==> src/rtl/lci_pkg.sv <==
// ----------------------------------------------------------------------------
// lci_pkg
// Shared widths, status codes and cell payload types for the line / circle
// intersection pipeline.
// ----------------------------------------------------------------------------
package lci_pkg;

	localparam int FRAC_BITS = 12;
	localparam int WORD_BITS = 24;

	// magnitude of a line coefficient, including the most negative value
	localparam int MAG_W = WORD_BITS;
	// a^2 + b^2
	localparam int Q_W = 2 * WORD_BITS;
	// centre-relative line offset k, signed
	localparam int K_W = 2 * WORD_BITS + 2;
	// radius squared
	localparam int R2_W = 2 * (WORD_BITS - 1);
	// square root result and its radicand
	localparam int S_W = 2 * WORD_BITS;
	localparam int E_W = 2 * S_W;
	localparam int REM_W = S_W + 2;
	// numerator magnitude and signed numerator
	localparam int NM_W = 3 * WORD_BITS + 2;
	localparam int N_W = NM_W + 2;
	// wide multiplier operands, halves and product
	localparam int OP_W = K_W;
	localparam int OH_W = OP_W / 2;
	localparam int P_W = 2 * OP_W;

	localparam int SQRT_CELLS = S_W;
	localparam int DIV_CELLS = NM_W;
	localparam int LANES = 4;

	localparam int IN_W = 6 * WORD_BITS;
	localparam int OUT_W = 4 * WORD_BITS;

	localparam logic [1:0] ST_HIT = 2'd0;
	localparam logic [1:0] ST_MISS = 2'd1;
	localparam logic [1:0] ST_DEGEN = 2'd2;

	// item state inside the square root chain
	typedef struct packed {
		logic                        valid;
		logic [1:0]                  status;
		logic [E_W-1:0]              e;
		logic [REM_W-1:0]            rem;
		logic [S_W-1:0]              root;
		logic signed [N_W-1:0]       tv;
		logic signed [N_W-1:0]       tu;
		logic [MAG_W-1:0]            ma;
		logic [MAG_W-1:0]            mb;
		logic                        fneg;
		logic [Q_W-1:0]              q;
		logic signed [WORD_BITS-1:0] cx;
		logic signed [WORD_BITS-1:0] cy;
	} sq_t;

	// one division lane
	typedef struct packed {
		logic            neg;
		logic [NM_W-1:0] num;
		logic [Q_W-1:0]  rem;
		logic [NM_W-1:0] quot;
	} dl_t;

	// item state inside the division chain
	typedef struct packed {
		logic                        valid;
		logic [1:0]                  status;
		logic [Q_W-1:0]              q;
		logic signed [WORD_BITS-1:0] cx;
		logic signed [WORD_BITS-1:0] cy;
		dl_t [LANES-1:0]             lane;
	} dv_t;

endpackage

==> src/rtl/lci_sqrt_cell.sv <==
// ----------------------------------------------------------------------------
// lci_sqrt_cell
// One digit of the restoring integer square root; carries the item along.
// ----------------------------------------------------------------------------
module lci_sqrt_cell (
	input  logic          clk,
	input  logic          arst_n,
	input  logic          en,
	input  lci_pkg::sq_t  d,
	output lci_pkg::sq_t  q_o
);
	localparam int RW = lci_pkg::REM_W;
	localparam int SW = lci_pkg::S_W;
	localparam int EW = lci_pkg::E_W;

	logic [RW+1:0] rem_sh;
	logic [RW+1:0] trial;
	logic          fit;
	lci_pkg::sq_t  nx;
	lci_pkg::sq_t  pay_q;
	logic          valid_q;

	always_comb begin
		rem_sh = {d.rem, d.e[EW-1 -: 2]};
		trial = {{(RW - SW){1'b0}}, d.root, 2'b01};
		fit = rem_sh >= trial;
		nx = d;
		nx.e = {d.e[EW-3:0], 2'b00};
		nx.rem = fit ? RW'(rem_sh - trial) : RW'(rem_sh);
		nx.root = {d.root[SW-2:0], fit};
	end

	always_ff @(posedge clk) begin
		if (en) begin
			pay_q <= nx;
		end
	end

	always_ff @(posedge clk or negedge arst_n) begin
		if (!arst_n) begin
			valid_q <= 1'b0;
		end else if (en) begin
			valid_q <= d.valid;
		end
	end

	always_comb begin
		q_o = pay_q;
		q_o.valid = valid_q;
	end

endmodule

==> config.mk <==
export PLATFORM = sky130hd
export DESIGN_NAME = lci_sqrt_cell
export DESIGN_NICKNAME = d
export VERILOG_FILES = /design/src/rtl/lci_pkg.sv /design/src/rtl/lci_sqrt_cell.sv
export SDC_FILE = /design/constraint.sdc
export NUM_CORES = 1
export LEC_CHECK = 0
export ABC_AREA = 1
export BUFFER_PORTS_ARGS = -buffer_cell sky130_fd_sc_hd__buf_2
export CAP_MARGIN = 10
export CORE_AREA = 2 2 385 387
export CTS_CLUSTER_SIZE = 24
export DETAILED_ROUTE_END_ITERATION = 10
export DIE_AREA = 0 0 387 389
export PLACE_DENSITY = 0.4
export RECOVER_POWER = 50
export SLEW_MARGIN = 20
export SYNTH_ARGS = -nofsm -noshare
export SYNTH_HDL_FRONTEND = slang
export SYNTH_SLANG_ARGS = --single-unit
==> constraint.sdc <==
create_clock -name clk -period 1.1 [get_ports clk]
set_clock_uncertainty 0.1 [all_clocks]
set_input_delay 0.11 -clock clk [delete_from_list [all_inputs] [get_ports clk]]
set_output_delay 0.11 -clock clk [all_outputs]
set_load 0.02 [all_outputs]
==> results of run 1 <==
cell type report:
type | instances | area share [%]
Timing Repair Buffer | 1849 | 37.4
Sequential cell | 492 | 34.4
Multi-Input combinational cell | 823 | 14.6
Tap cell | 1930 | 5.63
Clock buffer | 82 | 4.19
Inverter | 291 | 2.73
Clock inverter | 41 | 0.762
Antenna cell | 40 | 0.233
layout by cell type, fill, tap and decap left out, drive strengths merged, types with 9 or more instances in the layout:
master       netlist  final
nor2              90     90
inv              290    295
nor3               9      9
diode              0     40
clkbuf             6    163
nand3             53     53
o21ai             29     29
nand4             34     34
clkinv             1     30
dlygate4sd3        0    539
a21oi             29     29
nand3b            18     18
buf               11   1229
xor2              27     27
nand2            466    466
ha                50     50
edfxtp           491    491
layer usage:
| metal | track usage (%) | vias up | share of wire [%] |
|---|---|---|---|
| met4 | 3.81 | 32 | 2.3 |
| li1 | - | 9280 | - |
| met1 | 23.5 | 9999 | 40 |
| met5 | 0 | - | 0.13 |
| met2 | 32.9 | 880 | 47 |
| met3 | 8.74 | 225 | 10 |
per-stage QoR:
step | worst slack (ns) | util [%] | setup TNS [ns] | instance area, µm²
after CTS | -0.607 | 28.4 | -212.63 | 41600
after global routing | -0.589 | 29.2 | -316.28 | 42800
final | -0.561 | 29.2 | -288.23 | 42900
after detailed placement | -1.37 | 20.6 | -82.42 | 30200
after floorplan | -0.832 | - | -39.42 | 20800
after global placement | -1.37 | 20.6 | -80.12 | 30200
power breakdown:
part	total (W)	switching, W	internal (W)
Sequential	0.0235	0.000908	0.0226
Clock	0.0216	0.00956	0.0121
Combinational	0.0160	0.00857	0.00740
synthesized netlist by cell type, types with 6 or more instances:
cell,count
nand3_1,37
inv_1,278
nand2_1,461
clkbuf_1,6
nor2_2,7
nand3_2,16
nor3_1,7
nand4_1,34
inv_2,12
o21ai_0,24
nor2_1,79
nand3b_1,17
a21oi_1,28
ha_1,50
edfxtp_1,491
xor2_1,27
cell families after synthesis:
logic type / count (synthesis) / share of synthesized area [%]
compound gates: 66 / 1.79
xor+xnor: 28 / 1.22
fa+ha+maj: 50 / 3.10
buf+inv: 308 / 6.02
flops: 492 / 73.2
mux: 1 / 0.0558
other cells: 1 / 0.0186
simple gates: 676 / 14.6
state kept, by name (all words and copies together), names as in the netlist:
| register | count |
|---|---|
| q_o | 491 |
| valid_q | 1 |
final timing paths:
| kind | to | slack (ns) | cells past startpoint |
|---|---|---|---|
| min in group asynchronous | valid_q | 0.32 | 3 |
| hold / removal | q_o[378] | 0.02 | 5 |
| hold reg to reg | valid_q | 0.44 | 1 |
| setup reg to reg | valid_q | 0.24 | 1 |
| setup / recovery | q_o[206] | -0.56 | 1 |
| max in group asynchronous | valid_q | 0.47 | 3 |
timing repair:
action | 4_1_cts | 5_1_grt
hold buffers | 537 | 2
hold endpoints to repair | 656 | 2
resized for setup | 1061 | 379
setup endpoints to repair | 543 | 543
pin swaps | 69 | 131
buffers inserted | 45 | 21
cloned | 10 | 3
==> results.json, run 1 <==
{
  "status": "finished with violations",
  "violations": "negative setup slack",
  "finalSetupViolCount": 1031,
  "register_area_mm2": 0.0148,
  "grt_max_degree": 36,
  "place_hpwl_mm": 129,
  "fin_crit_sh_pct": 151,
  "peakVddDrop_v": 0.00101,
  "cts_max_path_buffers": 3,
  "dp_cells": 4777,
  "cts_sinks": 492,
  "grt_pass1_vias": 20700,
  "required_ns": 0.89,
  "crit_start": "q_o[206]",
  "antenna_found_initial": 94,
  "path_max_fanout": 1,
  "fin_ws_ns": -0.561,
  "layout.cells.non_filler": 5548,
  "io_pins": 991,
  "max_freq_mhz": 602,
  "gp_congestion": 0.890,
  "ys_seq_elements": 492,
  "drv_slew": 0,
  "min_from": "d[376]",
  "fill_cells": 15300,
  "yosys_warnings": 0,
  "dieArea_mm2": 0.151,
  "drive_above_1_share_pct": 50.4,
  "ant_nets": 0,
  "drc": 0,
  "multi_input_area_mm2": 0.00624,
  "nets": 4074,
  "std_cell_rows": 141,
  "leakage_nw": 18.5,
  "cts_root_buf": "clkbuf_16",
  "fp.dieW_um": 387,
  "start_util_pct": 13.8,
  "rsz0062_at_grt": "yes",
  "syn2layout_area_growth_pct": 113,
  "seq_area_frac_synth_pct": 73.2,
  "ys.flop_type": "edfxtp_1",
  "cp_cell_sequence": "buf_6",
  "grt_pass1_wl_mm": 197,
  "finalPower_w": 0.0611,
  "cap_violations": 0,
  "end_kind": "primary output",
  "critPathTopFamily": "flip-flops",
  "cts_tree": "built",
  "power_density_mw_per_mm2": 1420,
  "synth.avg_cell_area_um2": 12.4,
  "yosys.area.top_type_share_pct": 73.1,
  "vias": 20400,
  "criticalPathCategory": "reg2out",
  "cp-start-kind": "flop",
  "slew_headroom_pct": 61.6,
  "slowest_delay_ns": 0.56,
  "clk_latency_ns": 0.66,
  "syn_area_mm2": 0.0202,
  "cts_buffers": 70,
  "synthArstFlopShare_pct": 0.203,
  "worstReg2RegStart": "valid_q",
  "cp_num_buf_inv": 1,
  "hold_path.class": "in2reg",
  "ys_types": 39,
  "core_area_mm2": 0.147,
  "synth-edff-count": 491,
  "cts.clk_slew.worst_paths_ns": 0.06,
  "grt.total_usage_pct": 19.8,
  "synth.area.top_cells": "edfxtp_1 (73%), nand2_1 (8.6%), inv_1 (5.2%)",
  "drtIter0Drc": 998,
  "die_h_um": 389,
  "crit_path_top_delay_cell": "edfxtp_1",
  "tightestPinTransition_ns": 0.577,
  "routed_wl_mm": 155,
  "hold_viol": 0,
  "vias_per_cell": 3.68,
  "syn_inst": 1622,
  "wl_per_cell_um": 27.8,
  "yosys.area.top_type": "edfxtp_1",
  "io_buffers": 988,
  "hold_slack_ns": 0.0202,
  "grt.overflow.total": 0,
  "htreeDepth": 3,
  "crit_arrival_ns": 1.45,
  "firstDrtPassIters": 5,
  "period_needed_ns": 1.66
}
(Power assumes the default switching activity.)
==> run 2: changes to the inputs <==
Settings changed: ABC_AREA 1 to not set, CORE_AREA 2 2 385 387 to 2 2 390 392, DIE_AREA 0 0 387 389 to 0 0 392 394, PLACE_DENSITY 0.4 to 0.38.
==> run 2 against run 1 <==
The flow finishes with violations (negative hold slack, negative setup slack). Cell count down 8.1%. Critical endpoint is now q_o[366]. Synthesized cell count down 33%. Total power down 6.2%. Setup slack worse by 0.55 ns. Non-clock buffer count up 41. Sequential power about the same.
==> results.json, run 2 <==
{
  "peakVddDrop_v": 0.00115,
  "drc": 0,
  "fin_setup_tns_ns": -209.26,
  "crit_arrival_ns": 2.52,
  "hold_viol": 13,
  "yosys-top-cells-count": "edfxtp_1 (491), nand2_1 (92), o21ai_0 (76)",
  "drtIter0Drc": 690,
  "power_density_mw_per_mm2": 1440,
  "fin_crit_sh_pct": 201,
  "comb_power_share_pct": 24.5,
  "io_pins": 991,
  "drive_above_1_share_pct": 49.8,
  "synth.area.top_cells": "edfxtp_1 (80%), ha_1 (3.4%), o21ai_0 (2.1%)",
  "die_h_um": 394,
  "yosys.area.top_type": "edfxtp_1",
  "io_buffers": 988,
  "cts_tree": "built",
  "final_cell_mix": "dlygate4sd3_1 (590), buf_2 (557), edfxtp_1 (491), buf_6 (421), buf_4 (278)",
  "syn2layout_area_growth_pct": 117,
  "synth_most_common_cell": "edfxtp_1",
  "ys.flop_type": "edfxtp_1",
  "hold_path.class": "in2reg",
  "cts_sinks": 492,
  "antenna_found_initial": 35,
  "wl_per_cell_um": 21.5,
  "cts_root_buf": "clkbuf_16",
  "slew_headroom_pct": 65.9,
  "utilization_pct": 26.4,
  "path_max_fanout": 8,
  "routed_wl_mm": 110,
  "cts.clk_slew.worst_paths_ns": 0.06,
  "status": "finished with violations",
  "syn_area_mm2": 0.0184,
  "syn_inst": 1081,
  "leakage_nw": 16.4,
  "clk_latency_ns": 0.68,
  "ant_nets": 0,
  "reg2reg_slack_ns": 0.21,
  "seqPwrFrac_pct": 41.0,
  "clkPwrFrac_pct": 34.4,
  "grt_pass1_vias": 18200,
  "cp-start-kind": "input pin",
  "max_freq_mhz": 453,
  "criticalPathCategory": "in2reg",
  "fin_ws_ns": -1.11,
  "seq_area_frac_synth_pct": 80.5,
  "hold_slack_ns": -0.475,
  "rsz0062_at_grt": "yes",
  "yosys.area.top_type_share_pct": 80.3,
  "gp_congestion": 0.815,
  "switching_power_w": 0.0166,
  "end_kind": "flop",
  "layout.cells.non_filler": 5101,
  "grt.overflow.total": 0,
  "nets": 3556,
  "std_cell_rows": 143,
  "p_int_w": 0.0408,
  "start_util_pct": 12.2,
  "firstDrtPassIters": 5,
  "yosys_warnings": 0,
  "grt_pass1_wl_mm": 145,
  "htreeDepth": 2,
  "ys_types": 56,
  "grt_max_degree": 31,
  "grt.total_usage_pct": 13.4,
  "drv_slew": 0,
  "p_sw_share_pct": 28.9,
  "finalSetupViolCount": 615,
  "synth-edff-count": 491,
  "synth.avg_cell_area_um2": 17.0,
  "cts_max_path_buffers": 3,
  "fp.dieW_um": 392,
  "vias": 17400,
  "dieArea_mm2": 0.154,
  "cap_violations": 0,
  "final_common_cell": "dlygate4sd3_1",
  "cts_buffers": 60,
  "place_hpwl_mm": 86.5,
  "dp_cells": 4342,
  "violations": "negative hold slack, negative setup slack",
  "required_ns": 1.41,
  "ys_seq_elements": 492,
  "largest_reg_flops": 491,
  "tightestPinTransition_ns": 0.506,
  "period_needed_ns": 2.21,
  "synthArstFlopShare_pct": 0.203,
  "core_area_mm2": 0.151,
  "vias_per_cell": 3.41
}
==> run 2: cell types whose count changed after synthesis, sizes merged, moves of 13 or more <==
| cell | change |
|---|---|
| a21oi | +38 |
| nand4 | -23 |
| inv | -221 |
| nand3b | -17 |
| nor2 | -67 |
| a21o | +13 |
| nand3 | -44 |
| nand2 | -374 |
| xnor2 | +24 |
| o21ai | +48 |
==> run 2: power by group through the flow <==
stage	registers [W]	logic (W)	clock network [W]
2_1_floorplan	0.0256	0.00184	0
3_3_place_gp	0.0235	0.00986	0
3_5_place_dp	0.0235	0.00983	0
4_1_cts	0.0234	0.0136	0.0205
5_1_grt	0.0237	0.0149	0.0211
6_report	0.0235	0.0141	0.0197
==> run 2: critical path, stage by stage <==
cell and delay [ns]:
buf_2 0.09, dlygate4sd3_1 0.58, ha_1 0.19, or3_4 0.34
or3_4 0.40, o22ai_4 0.25, buf_8 0.26, clkbuf_16 0.19
o21ai_1 0.07
==> run 2: metrics by stage <==
stage          setup slack, ns  cell area, µm²  total power [W]
5_1_grt                  -1.13           39800           0.0597
4_1_cts                  -1.09           38700           0.0576
3_3_place_gp             -2.30           28100           0.0334
2_1_floorplan            -1.44           18500           0.0274
6_report                 -1.11           39800           0.0573
3_5_place_dp             -2.25           28100           0.0334
==> run 2: path summary, 6_finish.rpt <==
check / from / cells after the start / end
max reg2reg: valid_q / 1 / valid_q
min reg2reg: valid_q / 1 / valid_q
max: d[392] / 9 / q_o[366]
min: d[308] / 1 / q_o[309]
max in group asynchronous: arst_n / 3 / valid_q
min in group asynchronous: arst_n / 3 / valid_q
==> run 2: timing repair <==
action                     CTS  global route
setup buffers               28            12
cloned                       6             1
gates resized for setup    775           306
hold buffers               581            10
pin swaps                   58            51
hold endpoints to repair   836            23
setup endpoints to repair  543           587
==> run 2: layout make-up <==
class,count,area (µm²)
Timing Repair Buffer,1890,16200
Antenna cell,10,25.0
Inverter,69,272
Sequential cell,492,14800
Fill cell,15800,111000
Multi-Input combinational cell,496,4090
Tap cell,2030,2540
Clock inverter,41,363
Clock buffer,73,1550
==> run 2: per-layer routing <==
metal | global-route usage, % | wire [µm] | up-vias
met5 | 0 | 172 | -
met4 | 3.62 | 3130 | 30
met3 | 4.23 | 8930 | 145
met2 | 23.7 | 54400 | 633
met1 | 15.6 | 43300 | 8572
li1 | - | - | 8008
==> run 2: logic make-up after synthesis <==
group	count (synthesis)	synth area share (%)
compound gates	219	7.31
fa+ha+maj	50	3.41
flops	492	80.5
simple gates	180	4.48
buf+inv	94	2.13
mux	3	0.184
xor+xnor	42	2.00
other cells	1	0.0204
